File: src/hdl/gcj_pkg.sv
`default_nettype none
package gcj_pkg;

  localparam int JUMP_CHARS_DEF = 15;
  localparam int COORD_BITS_DEF = 16;

  localparam int CFG_W      = 16;
  localparam int CFG_IDX_W  = 1;
  localparam int CODE_W     = 6;
  localparam int LETTER_W   = 20;
  localparam int LETTER_LIMIT = 1000000;
  localparam int LETTER_BASE  = 26;
  localparam int DIGIT_BASE   = 10;

  localparam logic [CFG_IDX_W-1:0] REG_ROW_COUNT    = 1'b0;
  localparam logic [CFG_IDX_W-1:0] REG_COLUMN_COUNT = 1'b1;

  localparam logic [2:0] MODE_CHAR  = 3'd0;
  localparam logic [2:0] MODE_UP    = 3'd1;
  localparam logic [2:0] MODE_DOWN  = 3'd2;
  localparam logic [2:0] MODE_LEFT  = 3'd3;
  localparam logic [2:0] MODE_RIGHT = 3'd4;
  localparam logic [2:0] MODE_ENTER = 3'd5;
  localparam logic [2:0] MODE_ESC   = 3'd6;
  localparam logic [2:0] MODE_BKSP  = 3'd7;

  localparam logic [2:0] ACT_NONE   = 3'd0;
  localparam logic [2:0] ACT_MOVED  = 3'd1;
  localparam logic [2:0] ACT_BUF    = 3'd2;
  localparam logic [2:0] ACT_JUMPED = 3'd3;
  localparam logic [2:0] ACT_ENTER  = 3'd4;
  localparam logic [2:0] ACT_DISARM = 3'd5;

  localparam logic [7:0] CHAR_UA = 8'h41;
  localparam logic [7:0] CHAR_UZ = 8'h5A;
  localparam logic [7:0] CHAR_LA = 8'h61;
  localparam logic [7:0] CHAR_LZ = 8'h7A;
  localparam logic [7:0] CHAR_D0 = 8'h30;
  localparam logic [7:0] CHAR_D9 = 8'h39;

  // letters encode as 0..25, digits as 26..35
  localparam logic [CODE_W-1:0] DIGIT_CODE0 = 6'd26;

  typedef struct packed {
    logic accept;
    logic rd_en;
    logic commit;
  } gcj_cmd_t;

  typedef struct packed {
    logic scan_req;
    logic last_rd;
  } gcj_status_t;

  typedef struct packed {
    logic              valid;
    logic [CODE_W-1:0] code;
  } gcj_enc_t;

  function automatic gcj_enc_t gcj_encode(input logic [7:0] c);
    gcj_enc_t r;
    r.valid = 1'b1;
    r.code  = '0;
    if (c >= CHAR_UA && c <= CHAR_UZ) begin
      r.code = CODE_W'(c - CHAR_UA);
    end else if (c >= CHAR_LA && c <= CHAR_LZ) begin
      r.code = CODE_W'(c - CHAR_LA);
    end else if (c >= CHAR_D0 && c <= CHAR_D9) begin
      r.code = CODE_W'(c - CHAR_D0) + DIGIT_CODE0;
    end else begin
      r.valid = 1'b0;
    end
    return r;
  endfunction

endpackage
`default_nettype wire

File: src/hdl/gcj_ctrl.sv
`default_nettype none
module gcj_ctrl import gcj_pkg::*; (
  input  wire logic  clk,
  input  wire logic  rst_n,
  input  wire logic  in_valid,
  output logic       in_ready,
  output logic       out_valid,
  input  wire logic  out_ready,
  input  wire gcj_status_t status,
  output gcj_cmd_t    cmd
);

  localparam logic [2:0] S_IDLE  = 3'd0;
  localparam logic [2:0] S_EXEC  = 3'd1;
  localparam logic [2:0] S_SCAN  = 3'd2;
  localparam logic [2:0] S_FLUSH = 3'd3;
  localparam logic [2:0] S_FIN   = 3'd4;

  logic [2:0] state_r, state_nxt;
  logic       out_valid_r, out_valid_nxt;
  logic       out_free;

  assign out_free  = !out_valid_r || out_ready;
  assign in_ready  = (state_r == S_IDLE);
  assign out_valid = out_valid_r;

  always_comb begin
    state_nxt  = state_r;
    cmd.accept = 1'b0;
    cmd.rd_en  = 1'b0;
    cmd.commit = 1'b0;
    unique case (state_r)
      S_IDLE: begin
        if (in_valid) begin
          cmd.accept = 1'b1;
          state_nxt  = S_EXEC;
        end
      end
      S_EXEC: begin
        state_nxt = status.scan_req ? S_SCAN : S_FIN;
      end
      S_SCAN: begin
        cmd.rd_en = 1'b1;
        if (status.last_rd) begin
          state_nxt = S_FLUSH;
        end
      end
      S_FLUSH: begin
        state_nxt = S_FIN;
      end
      S_FIN: begin
        // hold the finished request until the output register frees up
        if (out_free) begin
          cmd.commit = 1'b1;
          state_nxt  = S_IDLE;
        end
      end
      default: begin
        state_nxt = S_IDLE;
      end
    endcase
  end

  always_comb begin
    if (cmd.commit) begin
      out_valid_nxt = 1'b1;
    end else if (out_ready) begin
      out_valid_nxt = 1'b0;
    end else begin
      out_valid_nxt = out_valid_r;
    end
  end

  always_ff @(posedge clk) begin
    if (!rst_n) begin
      state_r     <= S_IDLE;
      out_valid_r <= 1'b0;
    end else begin
      state_r     <= state_nxt;
      out_valid_r <= out_valid_nxt;
    end
  end

endmodule
`default_nettype wire

File: config.mk
export PLATFORM = sky130hd
export DESIGN_NAME = gcj_ctrl
export DESIGN_NICKNAME = d
export VERILOG_FILES = /design/src/hdl/gcj_pkg.sv /design/src/hdl/gcj_ctrl.sv
export SDC_FILE = /design/constraint.sdc
export NUM_CORES = 1
export LEC_CHECK = 0
export ABC_AREA = 1
export BUFFER_PORTS_ARGS = -buffer_cell sky130_fd_sc_hd__clkbuf_2
export CAP_MARGIN = 15
export CORE_AREA = 2 2 39 41
export CTS_CLUSTER_SIZE = 30
export DETAILED_ROUTE_END_ITERATION = 10
export DIE_AREA = 0 0 41 43
export PLACE_DENSITY_LB_ADDON = 0.2
export SLEW_MARGIN = 15
export SYNTH_ARGS = -nofsm -noshare
export SYNTH_HDL_FRONTEND = slang
export SYNTH_SLANG_ARGS = --single-unit
File: constraint.sdc
create_clock -name clk -period 1.3 [get_ports clk]
set_input_delay 0.195 -clock clk [delete_from_list [all_inputs] [get_ports clk]]
set_output_delay 0.195 -clock clk [all_outputs]
set_load 0.01 [all_outputs]
Word level (Yosys, flattened, before mapping):

Index checks and enable logic that the tools add are counted.

* register bits after elaboration: 4

* reductions and logical operators: 5
* mux-type cells: 12
* eq/ne operators: 7

Operator list (count)
* $pmux 3 s5: 1
* $mux 3: 4
* $mux 1: 7
* $eq 3x2->1 const B: 2
* $ne 2x2->1 const B: 3
* $eq 3x1->1 const B: 1
* $eq 3x3->1 const B: 1
* $logic_not 3->1: 1
* $reduce_and 3->1: 1
* $reduce_bool 2->1: 1
* $logic_not 1->1: 1
* $logic_or 1x1->1: 1

Longest topological paths before layout:

* depth in word-level cells: 5
* mapped depth: 6

Least setup slack after synthesis:

Ideal clock, no wire load.

* path kind: register to output
* start: register state_r[2]
* end: output cmd[2] (netlist name)
* buffers on the path: 0
* path slack: 308 ps
* required time: 1105 ps
* cell stages (with the launch flop): 4
* data arrival time: 797 ps
* path through: dfxtp_1 -> nor2_2 -> inv_2 -> nor3_1

RTL lines
* from (decl): RTL line gcj_ctrl.sv:19 `logic [2:0] state_r, state_nxt;`
* from (signal assigned): RTL line gcj_ctrl.sv:79 `state_r <= state_nxt;`
* to (decl): RTL line gcj_ctrl.sv:10 `output gcj_cmd_t cmd`

==> impl_results.md <==
- Setup TNS Final: 0 ns
- Max Freq: 817 MHz
- Initial Utilization: 16.6%
- Worst Setup Start Kind: flop
- Standard-cell rows: 14
- Synth-to-Final Area Change: 43.5%
- Sequential cell area fraction in the yosys report: 34.8%
- Post-Layout Cell Count: 64
- # DRC: 0
- Rel. slew slack: 87.6%
- Final Slew Violations: 0
- Synth Net Count: 41
- Worst R2R Setup Slack: 0.39 ns
- Core Region: 0.00138 mm²
- GPL Wtd Cong: 0.671
- CP Capture Type: output pin
- Multi-input gate area: 121 µm²
- Total vias in the final route: 245
- 1st-pass router iterations: 4
- Share of cells above drive strength 1: 45.8%
- IO buf count: 10
- Final WS setup: 0.0753 ns
- Fin crit period: 1.22 ns
- Max-cap violation count: 0
- H-Tree Level Count: 1
- Final setup violation count: 0
- I/O pins: 11
- Internal Power: 0.285 mW
- Switch Pwr: 0.112 mW
- Initial DRC Count: 3
- Sw Share: 28.3%
- Syn. warnings: 0
- GR Overflow Total: 0
- Leak: 0.171 nW
- Worst Tran Pin Value: 0.185 ns
- Worst clock skew: 0.00102 ns
- Clk root buf: clkbuf_4
- FF+latch count, synth: 4
- Final hold vios: 0
- CP Max Fanout: 4
- Post-Place Cells: 60
- Clock buffer depth: 2
- Global-route wire length before repair: 731 µm
- Number of antenna violations at the first check in global routing: 0
- Comb power frac: 25.7%
- Critical path class: reg2out
- Hold WC Path Type: in2reg
- Worst path required time: 1.11 ns
- GRT Total Usage: 6.72%
- Routed WL: 479 µm
- Vias in the first global route: 206
- Most common library cell in the layout ignoring fill and taps: clkbuf_2
- Die height: 43 µm
- Post-Syn Area: 230 µm²
- Worst-path clk slew: 0.03 ns
- CTS tree: done
- TritonCTS Sinks: 4
- Detail Placement HPWL: 393 µm
- Vias per cell: 3.83
- Worst-Skew Late Latency: 0.23 ns
- Flop pwr share: 37.4%
- Wirelength per Cell: 7.48 µm
- Clock Power Share: 36.9%
- Fin crit share: 94.2%
- Status: complete, no violations
- Total CTS buffers: 3
- Synth Area per Inst: 6.58 µm²
- Pin count of the biggest net entering global routing: 7
- Post-detailed-route count of antenna-violating nets: 0
- Die area: 0.00176 mm²
- Reg area: 82.6 µm²
- PD cells: 1200 mW/mm²
- Mapped Cells: 35
- RSZ-0062 raised after global routing: no
- Peak VDD IR: 0.270 mV
- Worst slack, placed: 0.250 ns
- ANT cells: 0
- Most frequent cells in the layout: clkbuf_2, inv_1, nand2_1
- Netlist cell types: 12
- Filler cells: 167
- Die Wd: 41 µm
- Critical Path AT: 1.03 ns
- Final nets: 56
[synthesized netlist by cell type]
master / count / area share (%)
a21oi_1: 2 / 4.3
nor2_1: 4 / 6.5
nand3b_1: 1 / 3.3
nand2_1: 6 / 9.8
inv_2: 1 / 1.6
nor2_4: 1 / 4.9
nand3_1: 4 / 8.7
nor2_2: 4 / 11
buf_4: 1 / 3.3
nor3_1: 1 / 2.2
dfxtp_1: 4 / 35
inv_1: 6 / 9.8
[cell type report]
type / instances / share of cell area [%]
repair buffers: 11 / 17.4
clock buffers: 3 / 6.82
well taps: 16 / 6.06
flip-flops and latches: 4 / 25.0
multi-input cells: 23 / 36.7
inverters: 7 / 7.95
[critical path: stages, from the launching register on]
cell     delay [ns]
dfxtp_2        0.33
nor2_4         0.15
inv_2          0.06
nor3_1         0.11
buf_2          0.15
[metrics by stage]
stage	hold WS (ns)	instance area, µm²	total power [mW]	util, %
finish	0.191	330	0.398	23.9
global route	0.219	330	0.430	23.9
detailed placement	0.441	293	0.240	21.2
global placement	0.443	293	0.241	21.2
CTS	0.193	320	0.399	23.1
floorplan	0.330	230	0.209	-
[timing repair]
item / CTS / global route
hold buffers: 0 / 0
setup buffers: 0 / 1
endpoints found under the setup margin: 1 / 2
pin swaps: 0 / 1
gates resized for setup: 1 / 3
[power by group through the flow]
stage	combinational [mW]	clock, mW	sequential (mW)
floorplan	0.0634	0	0.145
global placement	0.0937	0	0.147
detailed placement	0.0923	0	0.147
CTS	0.0946	0.157	0.147
global route	0.114	0.165	0.150
finish	0.102	0.147	0.149
[per-layer routing]
layer	routed length, µm	up-vias	global-route usage, %
met2	195	13	7.50
met3	43	2	1.57
met5	0	-	0
met4	19	0	10.0
met1	221	98	8.01
li1	-	132	-
[cell families after synthesis]
logic type,count (synthesis),synth area share [%]
AND/OR/NAND/NOR,21,46.2
buffers and inverters,8,14.7
flip-flops,4,34.8
AO/OA/AOI/OAI,2,4.35
[state kept, by name, indices dropped and copies added, names as in the netlist]
signal	count
out_valid	1
state_r	3
[worst paths after layout]
kind | cells after the start | start | endpoint
worst max-delay path | 4 | state_r[0] | cmd[2]
worst min-delay path | 3 | rst_n | state_r[0]
worst max register to register | 5 | state_r[2] | state_r[0]
worst min register to register | 2 | state_r[1] | state_r[1]
No activity file was read; power rests on OpenSTA's default activity.
