[config.mk]
export PLATFORM = sky130hd
export DESIGN_NAME = gcj_dp
export DESIGN_NICKNAME = d
export VERILOG_FILES = /design/src/hdl/gcj_pkg.sv /design/src/hdl/gcj_dp.sv
export SDC_FILE = /design/constraint.sdc
export NUM_CORES = 1
export LEC_CHECK = 0
export ABC_AREA = 1
export BUFFER_PORTS_ARGS = -buffer_cell sky130_fd_sc_hd__buf_4
export CAP_MARGIN = 25
export CORE_UTILIZATION = 60
export CTS_CLUSTER_SIZE = 24
export DETAILED_ROUTE_END_ITERATION = 8
export PLACE_DENSITY = 0.87
export SETUP_SLACK_MARGIN = 0.4
export SYNTH_ARGS = -nofsm -noshare
export SYNTH_HDL_FRONTEND = slang
export SYNTH_SLANG_ARGS = --single-unit
[constraint.sdc]
create_clock -name clk -period 7.83 [get_ports clk]
set_clock_uncertainty 0.2 [all_clocks]
set_input_delay 2.349 -clock clk [delete_from_list [all_inputs] [get_ports clk]]
set_output_delay 2.349 -clock clk [all_outputs]
set_load 0.02 [all_outputs]
[src/hdl/gcj_pkg.sv]
`default_nettype none
package gcj_pkg;

  localparam int JUMP_CHARS_DEF = 15;
  localparam int COORD_BITS_DEF = 16;

  localparam int CFG_W      = 16;
  localparam int CFG_IDX_W  = 1;
  localparam int CODE_W     = 6;
  localparam int LETTER_W   = 20;
  localparam int LETTER_LIMIT = 1000000;
  localparam int LETTER_BASE  = 26;
  localparam int DIGIT_BASE   = 10;

  localparam logic [CFG_IDX_W-1:0] REG_ROW_COUNT    = 1'b0;
  localparam logic [CFG_IDX_W-1:0] REG_COLUMN_COUNT = 1'b1;

  localparam logic [2:0] MODE_CHAR  = 3'd0;
  localparam logic [2:0] MODE_UP    = 3'd1;
  localparam logic [2:0] MODE_DOWN  = 3'd2;
  localparam logic [2:0] MODE_LEFT  = 3'd3;
  localparam logic [2:0] MODE_RIGHT = 3'd4;
  localparam logic [2:0] MODE_ENTER = 3'd5;
  localparam logic [2:0] MODE_ESC   = 3'd6;
  localparam logic [2:0] MODE_BKSP  = 3'd7;

  localparam logic [2:0] ACT_NONE   = 3'd0;
  localparam logic [2:0] ACT_MOVED  = 3'd1;
  localparam logic [2:0] ACT_BUF    = 3'd2;
  localparam logic [2:0] ACT_JUMPED = 3'd3;
  localparam logic [2:0] ACT_ENTER  = 3'd4;
  localparam logic [2:0] ACT_DISARM = 3'd5;

  localparam logic [7:0] CHAR_UA = 8'h41;
  localparam logic [7:0] CHAR_UZ = 8'h5A;
  localparam logic [7:0] CHAR_LA = 8'h61;
  localparam logic [7:0] CHAR_LZ = 8'h7A;
  localparam logic [7:0] CHAR_D0 = 8'h30;
  localparam logic [7:0] CHAR_D9 = 8'h39;

  // letters encode as 0..25, digits as 26..35
  localparam logic [CODE_W-1:0] DIGIT_CODE0 = 6'd26;

  typedef struct packed {
    logic accept;
    logic rd_en;
    logic commit;
  } gcj_cmd_t;

  typedef struct packed {
    logic scan_req;
    logic last_rd;
  } gcj_status_t;

  typedef struct packed {
    logic              valid;
    logic [CODE_W-1:0] code;
  } gcj_enc_t;

  function automatic gcj_enc_t gcj_encode(input logic [7:0] c);
    gcj_enc_t r;
    r.valid = 1'b1;
    r.code  = '0;
    if (c >= CHAR_UA && c <= CHAR_UZ) begin
      r.code = CODE_W'(c - CHAR_UA);
    end else if (c >= CHAR_LA && c <= CHAR_LZ) begin
      r.code = CODE_W'(c - CHAR_LA);
    end else if (c >= CHAR_D0 && c <= CHAR_D9) begin
      r.code = CODE_W'(c - CHAR_D0) + DIGIT_CODE0;
    end else begin
      r.valid = 1'b0;
    end
    return r;
  endfunction

endpackage
`default_nettype wire

[src/hdl/gcj_dp.sv]
`default_nettype none
module gcj_dp import gcj_pkg::*; #(
  parameter int JUMP_CHARS = JUMP_CHARS_DEF,
  parameter int COORD_BITS = COORD_BITS_DEF,
  parameter int LEN_W      = $clog2(JUMP_CHARS + 1)
) (
  input  wire logic                 clk,
  input  wire logic                 rst_n,
  input  wire logic [2:0]           in_mode,
  input  wire logic [7:0]           in_ch,
  input  wire logic                 cfg_we,
  input  wire logic [CFG_IDX_W-1:0] cfg_index,
  input  wire logic [CFG_W-1:0]     cfg_data,
  input  wire gcj_cmd_t             cmd,
  output gcj_status_t               status,
  output logic [2:0]                out_action,
  output logic [COORD_BITS-1:0]     out_cursor_row,
  output logic [COORD_BITS-1:0]     out_cursor_col,
  output logic [LEN_W-1:0]          out_pending_length
);

  localparam int IDX_W = $clog2(JUMP_CHARS);
  localparam int CM_W  = LETTER_W + 5;
  localparam int RM_W  = COORD_BITS + 5;
  localparam int CK_W  = ((COORD_BITS + 1 > LETTER_W) ? COORD_BITS + 1 : LETTER_W) + 1;
  localparam logic [COORD_BITS:0] ROW_SAT = (COORD_BITS + 1)'((1 << COORD_BITS) + 1);

  logic [2:0]            mode_r;
  logic [7:0]            ch_r;
  logic [CFG_W-1:0]      row_count_r, col_count_r;
  logic [COORD_BITS-1:0] cur_row_r, cur_col_r, cur_row_nxt, cur_col_nxt;
  logic [LEN_W-1:0]      len_r, len_nxt;

  logic [CODE_W-1:0]     mem [JUMP_CHARS];
  logic [CODE_W-1:0]     rdata_r;
  logic [IDX_W-1:0]      idx_r;
  logic                  rd_pend_r;
  logic                  mem_we;

  logic [LETTER_W-1:0]   colv_r;
  logic [COORD_BITS:0]   rowv_r;
  logic                  has_let_r, has_dig_r, bad_r;

  logic                  is_letter;
  logic [CM_W-1:0]       col_mul;
  logic [RM_W-1:0]       row_mul;

  gcj_enc_t              enc;
  logic [CK_W-1:0]       colv_x, rowv_x, colv_m1, rowv_m1, coord_lim;
  logic                  jump_ok;
  logic [2:0]            action;

  assign status.scan_req = (mode_r == MODE_ENTER) && (len_r != '0);
  assign status.last_rd  = (LEN_W'(idx_r) == len_r - LEN_W'(1));

  // buffer walk: one entry read per cycle, folded in the cycle after
  assign is_letter = (rdata_r < DIGIT_CODE0);
  assign col_mul = CM_W'(colv_r) * CM_W'(LETTER_BASE) + CM_W'(rdata_r) + CM_W'(1);
  assign row_mul = RM_W'(rowv_r) * RM_W'(DIGIT_BASE) + RM_W'(rdata_r - DIGIT_CODE0);

  always_ff @(posedge clk) begin
    if (mem_we) begin
      mem[len_r[IDX_W-1:0]] <= enc.code;
    end
    if (cmd.rd_en) begin
      rdata_r <= mem[idx_r];
    end
  end

  always_ff @(posedge clk) begin
    if (cmd.accept) begin
      mode_r    <= in_mode;
      ch_r      <= in_ch;
      colv_r    <= '0;
      rowv_r    <= '0;
      has_let_r <= 1'b0;
      has_dig_r <= 1'b0;
      bad_r     <= 1'b0;
      idx_r     <= '0;
    end else begin
      if (cmd.rd_en) begin
        idx_r <= idx_r + IDX_W'(1);
      end
      if (rd_pend_r) begin
        if (is_letter) begin
          has_let_r <= 1'b1;
          if (!bad_r) begin
            colv_r <= LETTER_W'(col_mul);
            if (col_mul > CM_W'(LETTER_LIMIT)) begin
              bad_r <= 1'b1;
            end
          end
        end else begin
          has_dig_r <= 1'b1;
          if (row_mul > (RM_W'(1) << COORD_BITS)) begin
            rowv_r <= ROW_SAT;
          end else begin
            rowv_r <= (COORD_BITS + 1)'(row_mul);
          end
        end
      end
    end
  end

  // cell check after the walk
  always_comb begin
    colv_x    = CK_W'(colv_r);
    rowv_x    = CK_W'(rowv_r);
    colv_m1   = colv_x - CK_W'(1);
    rowv_m1   = rowv_x - CK_W'(1);
    coord_lim = CK_W'(1) << COORD_BITS;
    jump_ok   = has_let_r && has_dig_r && !bad_r &&
                (colv_x <= coord_lim) && (rowv_x != '0) && (rowv_x <= coord_lim) &&
                !((row_count_r != '0) && (rowv_m1 >= CK_W'(row_count_r))) &&
                !((col_count_r != '0) && (colv_m1 >= CK_W'(col_count_r)));
  end

  always_comb begin
    enc         = gcj_encode(ch_r);
    action      = ACT_NONE;
    cur_row_nxt = cur_row_r;
    cur_col_nxt = cur_col_r;
    len_nxt     = len_r;
    mem_we      = 1'b0;
    unique case (mode_r)
      MODE_CHAR: begin
        if (enc.valid && (len_r < LEN_W'(JUMP_CHARS))) begin
          mem_we  = cmd.commit;
          len_nxt = len_r + LEN_W'(1);
          action  = ACT_BUF;
        end
      end
      MODE_UP: begin
        if (cur_row_r != '0) begin
          cur_row_nxt = cur_row_r - COORD_BITS'(1);
          action      = ACT_MOVED;
        end
      end
      MODE_DOWN: begin
        if (((row_count_r == '0) ||
             (CK_W'(cur_row_r) + CK_W'(1) < CK_W'(row_count_r))) && (cur_row_r != '1)) begin
          cur_row_nxt = cur_row_r + COORD_BITS'(1);
          action      = ACT_MOVED;
        end
      end
      MODE_LEFT: begin
        if (cur_col_r != '0) begin
          cur_col_nxt = cur_col_r - COORD_BITS'(1);
          action      = ACT_MOVED;
        end
      end
      MODE_RIGHT: begin
        if (((col_count_r == '0) ||
             (CK_W'(cur_col_r) + CK_W'(1) < CK_W'(col_count_r))) && (cur_col_r != '1)) begin
          cur_col_nxt = cur_col_r + COORD_BITS'(1);
          action      = ACT_MOVED;
        end
      end
      MODE_ENTER: begin
        if (len_r != '0) begin
          len_nxt = '0;
          if (jump_ok) begin
            cur_row_nxt = rowv_m1[COORD_BITS-1:0];
            cur_col_nxt = colv_m1[COORD_BITS-1:0];
            action      = ACT_JUMPED;
          end
        end else begin
          action = ACT_ENTER;
        end
      end
      MODE_ESC: begin
        action = ACT_DISARM;
      end
      MODE_BKSP: begin
        if (len_r != '0) begin
          len_nxt = len_r - LEN_W'(1);
          action  = ACT_BUF;
        end
      end
      default: begin
        action = ACT_NONE;
      end
    endcase
  end

  always_ff @(posedge clk) begin
    if (cmd.commit) begin
      out_action         <= action;
      out_cursor_row     <= cur_row_nxt;
      out_cursor_col     <= cur_col_nxt;
      out_pending_length <= len_nxt;
    end
  end

  always_ff @(posedge clk) begin
    if (!rst_n) begin
      row_count_r <= '0;
      col_count_r <= '0;
      cur_row_r   <= '0;
      cur_col_r   <= '0;
      len_r       <= '0;
      rd_pend_r   <= 1'b0;
    end else begin
      rd_pend_r <= cmd.rd_en;
      if (cfg_we) begin
        unique case (cfg_index)
          REG_ROW_COUNT:    row_count_r <= cfg_data;
          REG_COLUMN_COUNT: col_count_r <= cfg_data;
          default: begin
          end
        endcase
      end
      if (cmd.commit) begin
        cur_row_r <= cur_row_nxt;
        cur_col_r <= cur_col_nxt;
        len_r     <= len_nxt;
      end
    end
  end

endmodule
`default_nettype wire

======== Yosys cells after proc, flatten, opt, wreduce, memory -nomap -nowiden ========
Memories as Yosys holds them, arrays and structs flattened. A register that Yosys moved wholly into a read port is not among the register bits.
Cells that the tools add are included.
storage, ports and cells
  bits in registers ....................... 163
  RAM bits ................................ 90
  input bits .............................. 34
  output and inout port bits .............. 41
  logic and storage cells ................. 140
  memories kept ........................... 1
operators by class
  add/sub/neg operators ................... 19
  multipliers ............................. 2
  $lt $le $gt $ge ......................... 16
  equality and inequality tests ........... 10
  mux-type cells .......................... 36
  bitwise logic cells ..................... 3
  reduce and logical (&&, ||, !) cells .... 35
memories
  memory  words  bits a word  rd ports  clocked after memory_dff  wr ports  line          source
  mem     15     6            1         1                         1         gcj_dp.sv:34  logic [CODE_W-1:0] mem [JUMP_CHARS];
operators by type and width
  cell                   count
  $mux 16                8
  $pmux 16 s3            2
  $reduce_bool 16->1     4
  $ge 21x16->1           2
  $add 16x1->17 const B  2
  $lt 17x16->1           2
  $add 16x1->16 const B  2
  $logic_not 16->1       2
  $ne 16x16->1 const B   2
  $sub 16x1->16 const B  2
  $add 25x1->25 const B  1
  $add 25x6->25          1
  $gt 25x20->1 const B   1
  $mul 20x4->24 const B  1
  $pmux 3 s8             1
  $add 21x21->21         1
  $gt 21x17->1 const B   1
  $sub 20x1->21 const B  1
  $le 20x17->1 const B   1
  $mul 17x3->20 const B  1
  $mux 6                 3
  $sub 17x1->18 const B  1
  $le 17x17->1 const B   1
  $mux 17                1
  30 further kinds       77

======== Logic depth before layout (Yosys ltp) ========
  word-level depth ........................ 10
  mapped depth ............................ 32
  depth with buffers taken out ............ 31

======== Worst setup path after synthesis ========
OpenSTA, ideal clock, no wires.
  path kind ............................... register to register
  from .................................... reg rowv_r[6]
  to ...................................... reg rowv_r[10]
  library setup time ...................... 70 ps
  data arrival time ....................... 4179 ps
  required time ........................... 7560 ps
  path slack .............................. 3381 ps
  stages on the path, launching flop included .. 26
  buffers on the path ..................... 1
  clock period less this slack ............ 4449 ps
  path through ............................ dfxtp_1 -> ha_1 -> ha_1 -> inv_1 -> nor3_1 -> a21oi_1 -> o21ai_0 -> a21oi_1 -> o21bai_1 -> a31oi_1 -> o21ai_0 -> xor2_1 -> inv_1 -> ha_1 -> nand2_1 -> nor2_1 -> nand2_1 -> or3_1 -> nand3_1 -> inv_1 -> nand3_1 -> nand4_1 -> a21oi_4 -> buf_4 -> nand2_1 -> a21oi_1
between the ends
  cells in the longest elaborated chain, start to end .. 4
ends and longest elaborated chain
  item                      line          source
  start: declaration        gcj_dp.sv:41  logic [COORD_BITS:0] rowv_r;
  start signal: assignment  gcj_dp.sv:98  rowv_r <= (COORD_BITS + 1)'(row_mul);
  $mul 17x3->20 (*)         gcj_dp.sv:59  assign row_mul = RM_W'(rowv_r) * RM_W'(DIGIT_BASE) + RM_W'(rdata_r - DIGIT_CODE0);
  $add 21x21->21 (*)        gcj_dp.sv:59
  $gt 21x17->1              gcj_dp.sv:95  if (row_mul > (RM_W'(1) << COORD_BITS)) begin
  $mux 17 (*)               gcj_dp.sv:95
Every way passes the cells marked *; elsewhere a longest branch is shown, timed or not.
A chain may end at the register's enable or synchronous reset.

======== Worst setup path in the final report ========
  from .................................... reg colv_r[2]
  to ...................................... reg cur_row_r[5]
between the ends
  cells in the longest elaborated chain, start to end .. 9
  elaborated cells between the ends (all ways) .. 13
  those cells by class .................... 1 x add/sub; 2 x order compare; 3 x mux; 7 x reduce/logical
ends and longest elaborated chain
  item                                                                   line           source
  start: declaration                                                     gcj_dp.sv:40   logic [LETTER_W-1:0] colv_r;
  start signal: assignment                                               gcj_dp.sv:88   colv_r <= LETTER_W'(col_mul);
  parallel branches: the longest is 5 deep, another holds $sub 20x1->21  -
  $logic_and 1x1->1 (*)                                                  gcj_dp.sv:114  !((row_count_r != '0) && (rowv_m1 >= CK_W'(row_count_r))) &&
  $mux 16 (*)                                                            gcj_dp.sv:162  if (jump_ok) begin
  $mux 16 (*)                                                            gcj_dp.sv:160  if (len_r != '0) begin
  $pmux 16 s3 (*)                                                        gcj_dp.sv:125  unique case (mode_r)
  net cur_row_nxt[5]                                                     gcj_dp.sv:31   logic [COORD_BITS-1:0] cur_row_r, cur_col_r, cur_row_nxt, cur_col_nxt;
  end signal: assignment                                                 gcj_dp.sv:214  cur_row_r <= cur_row_nxt;
  end: declaration                                                       gcj_dp.sv:31
Mark *: on every way through the listed nets, which the timed path passes.

==> reports/metrics.yaml <==
power:
  leakage_nw: 11.08
  power-per-cell-area_nw_per_um2: 189.7
  total_power_mw: 4.352
  irDropWorstVdd_mv: 0.1802
critical_path:
  path_delay_family: "simple AND/OR/NAND/NOR gates"
  startpoint_type: "flip-flop"
  crit_path_end_kind: "flip-flop"
  crit_path_max_incr_delay_ns: 0.64
  worst_path_most_repeated_cell: "sky130_fd_sc_hd__nand2_1"
  crit_fanout: 32
  critical_path.n_buffers_inverters: 2
  crit_type: "reg -> reg"
  worstPathRequired_ns: 8.12
  worst_path_max_delay_cell: "sky130_fd_sc_hd__nand2_1"
  cp_data_arrival_time_ns: 5.49
cells_and_area:
  antennaDiodeCount: 0
  finish.cell_count_without_fillers: 3451
  post-route-util_pct: 66.26
  drive_above_1_share_pct: 6.208
  num-nets-final: 3240
  area_overhead_of_the_layout_relative_to_synthesis_pct: 8.484
  stdcell_area_sq_um: 22940
logic_synthesis:
  yosysMostFrequentCell: "sky130_fd_sc_hd__nand2_1"
  syn_area_per_cell_sq_um: 7.184
  ys_types: 57
  asyncSetResetFlopFracSynth_pct: 0
  synth.largest_area_cell: "sky130_fd_sc_hd__edfxtp_1"
  synthesized_area_sq_um: 21150
  netlist_instances: 2944
  synth_top_cell_area_share_pct: 20.73
  yosys_register_bits: 259
  synth_common_cells: "sky130_fd_sc_hd__nand2_1 (645), sky130_fd_sc_hd__inv_1 (403), sky130_fd_sc_hd__nor2_1 (320)"
  synth.top_cells.by_area: "sky130_fd_sc_hd__edfxtp_1 (21%), sky130_fd_sc_hd__ha_1 (12%), sky130_fd_sc_hd__nand2_1 (11%), sky130_fd_sc_hd__dfxtp_1 (11%), sky130_fd_sc_hd__inv_1 (7.2%)"
  synth_enable_flop_cells: 146
  synth_fp_nets: 3208
  synth-seq-area-share_pct: 31.43
  yosysWarnings: 0
  postSynth.topFlopCell: "sky130_fd_sc_hd__edfxtp_1"
place:
  port_buffers: 74
  numPlacedInstances: 3401
  place_area_sq_um: 22000
  dp_hpwl_microns: 45620
  place_congestion: 0.9802
grt:
  grt_pass1_wl_microns: 97540
  global_route.overflow_total: 0
  vias_in_the_first_global_route: 19574
  initial_antenna_violation_count: 0
  grt_start_max_net_pins: 75
  globalRouteTotalUtil_pct: 33.59
run:
  max_cap_violations: 0
clock_network:
  worstSkewPairLatency_ns: 0.58
  cts_max_path_buffers: 3
  clk_pin_slew_ns: 0.07
  cts_post_setup_buffers_inserted: 0
  clock_tree_root_buffer_cell: "sky130_fd_sc_hd__clkbuf_16"
  cts_hold_buffers: 0
  tritoncts.num_buffers: 27
  post_cts_resized: 0
  clock_sink_count: 259
  cts_htree_levels: 1
  tritoncts: "yes"
timing:
  tns_ns: 0
  grt_setup_unrepaired: "false"
  post-route-min-period_ns: 5.199
  slew_viol_final: 0
  hold_viol: 0
  max_slew.worst_pin.slew_ns: 1.060
  setup-violations-final: 0
  fmax_mhz: 192.3
  relSlewSlack_pct: 29.27
  layout_worst_path_cycle_share_pct: 66.40
floorplanning:
  floorplan.die.width_microns: 189.7
  design.core.area_sq_um: 34630
  io_pins: 75
  die_h_microns: 189.7
  fp.dieArea_sq_um: 36000
  floorplan.initialDensity_pct: 61.07
  placementRows: 68
hold_path:
  hold_class: "reg -> reg"
drt:
  dr_total_vias: 20331
  ant_nets: 0
  totalWireLength_microns: 60830
  drt_first_iter_violations: 2046
  first_pass_iters: 7
  route.detailed.drc: 0
  via_density: 5.891
  detail_route.wl_per_cell_microns: 17.63
outcome:
  outcome: "complete, no violations"
==> flip-flops by register name, indices dropped and copies added (netlist names) <==
signal / cells
bad_r: 1
ch_r: 8
col_count_r: 16
colv_r: 20
cur_col_r: 16
cur_row_r: 16
has_dig_r: 1
has_let_r: 1
idx_r: 4
len_r: 4
mem: 90
mode_r: 3
out_action: 3
out_cursor_col: 16
out_cursor_row: 16
out_pending_length: 4
rd_pend_r: 1
rdata_r: 6
row_count_r: 16
rowv_r: 17
==> placed cells by master, fill, tap and decap left out, drive strengths merged, types with 3 or more instances in the layout <==
cell type,n
nand2,653
inv,419
nor2,327
a21oi,221
ha,210
nand3,200
o21ai,179
edfxtp,146
dfxtp,113
buf,93
xor2,83
nand4,82
nor3,46
clkbuf,31
nand3b,29
xnor2,23
nor4,21
fa,20
o211ai,17
o221ai,13
clkinv,13
o21bai,8
o22ai,8
a31oi,6
a211oi,5
bufinv,5
or2,4
and2,3
a21o,3
==> where the power goes <==
group	total, mW	leakage (nW)	switching (mW)	internal, mW
Clock	1.39	0.458	0.588	0.806
Sequential	1.60	2.34	0.0805	1.52
Combinational	1.35	8.28	0.902	0.451
==> logic make-up after synthesis <==
group | count (synthesis) | share of synthesized area, %
buffers and inverters | 510 | 9.413
XOR/XNOR | 106 | 4.390
flip-flops | 259 | 31.43
AO/OA/AOI/OAI | 469 | 12.13
AND/OR/NAND/NOR | 1370 | 28.33
adder cells (fa/ha/maj) | 230 | 14.32
==> per-stage QoR <==
stage,worst slack (ns),hold WS [ns]
final,2.631,0.2671
after global routing,2.275,0.3096
after CTS,2.750,0.2658
after detailed placement,2.859,0.2555
after global placement,2.926,0.2493
after floorplan,3.381,0.2367
==> worst register-to-register path, stage by stage, from the launching register on <==
cell                       delay, ns
sky130_fd_sc_hd__dfxtp_1        0.43
sky130_fd_sc_hd__inv_1          0.13
sky130_fd_sc_hd__ha_1           0.23
sky130_fd_sc_hd__nand2_1        0.16
sky130_fd_sc_hd__nand2_1        0.07
sky130_fd_sc_hd__nand2_1        0.12
sky130_fd_sc_hd__nand3_1        0.08
sky130_fd_sc_hd__nand2_1        0.11
sky130_fd_sc_hd__nand2_1        0.08
sky130_fd_sc_hd__o21bai_1       0.16
sky130_fd_sc_hd__xor2_1         0.42
sky130_fd_sc_hd__inv_1          0.10
sky130_fd_sc_hd__ha_1           0.31
sky130_fd_sc_hd__nand2_1        0.07
sky130_fd_sc_hd__nor2_1         0.04
sky130_fd_sc_hd__nand4_1        0.09
sky130_fd_sc_hd__nand3b_1       0.09
sky130_fd_sc_hd__nor2_1         0.10
sky130_fd_sc_hd__nand3_1        0.08
sky130_fd_sc_hd__nor2_1         0.09
sky130_fd_sc_hd__nand2_1        0.05
sky130_fd_sc_hd__nand2_1        0.64
sky130_fd_sc_hd__nand3_4        0.61
sky130_fd_sc_hd__nand2_1        0.23
sky130_fd_sc_hd__nand3_1        0.11
sky130_fd_sc_hd__nand3b_1       0.15
sky130_fd_sc_hd__nor2_1         0.05
sky130_fd_sc_hd__nor2_1         0.12
==> layout make-up <==
type | instances | area [sq um]
multi-input cells | 2175 | 12510
fillers | 2903 | 11690
flip-flops and latches | 259 | 6646
inverters | 419 | 1573
repair buffers | 94 | 703.2
clock buffers | 30 | 686.9
well taps | 455 | 569.3
clock inverters | 19 | 250.2
==> layer usage <==
metal / share of wire (%) / GRT usage [%] / up-vias
li1: - / - / 9827
met1: 40 / 41.47 / 9374
met5: 0 / 0 / -
met2: 48 / 58.42 / 918
met4: 5.0 / 15.07 / 0
met3: 7.3 / 4.317 / 212
==> final timing paths <==
check | cells past startpoint | slack, ns | end | from
setup / recovery | 27 | 2.63 | cur_row_r[5]$_SDFFE_PN0P_ | colv_r[2]$_SDFFE_PP0P_
hold / removal | 2 | 0.27 | has_dig_r$_SDFFE_PP0P_ | has_dig_r$_SDFFE_PP0P_
setup reg to reg | 27 | 2.63 | cur_row_r[5]$_SDFFE_PN0P_ | colv_r[2]$_SDFFE_PP0P_
hold reg to reg | 2 | 0.27 | has_dig_r$_SDFFE_PP0P_ | has_dig_r$_SDFFE_PP0P_
(Power assumes the default switching activity.)
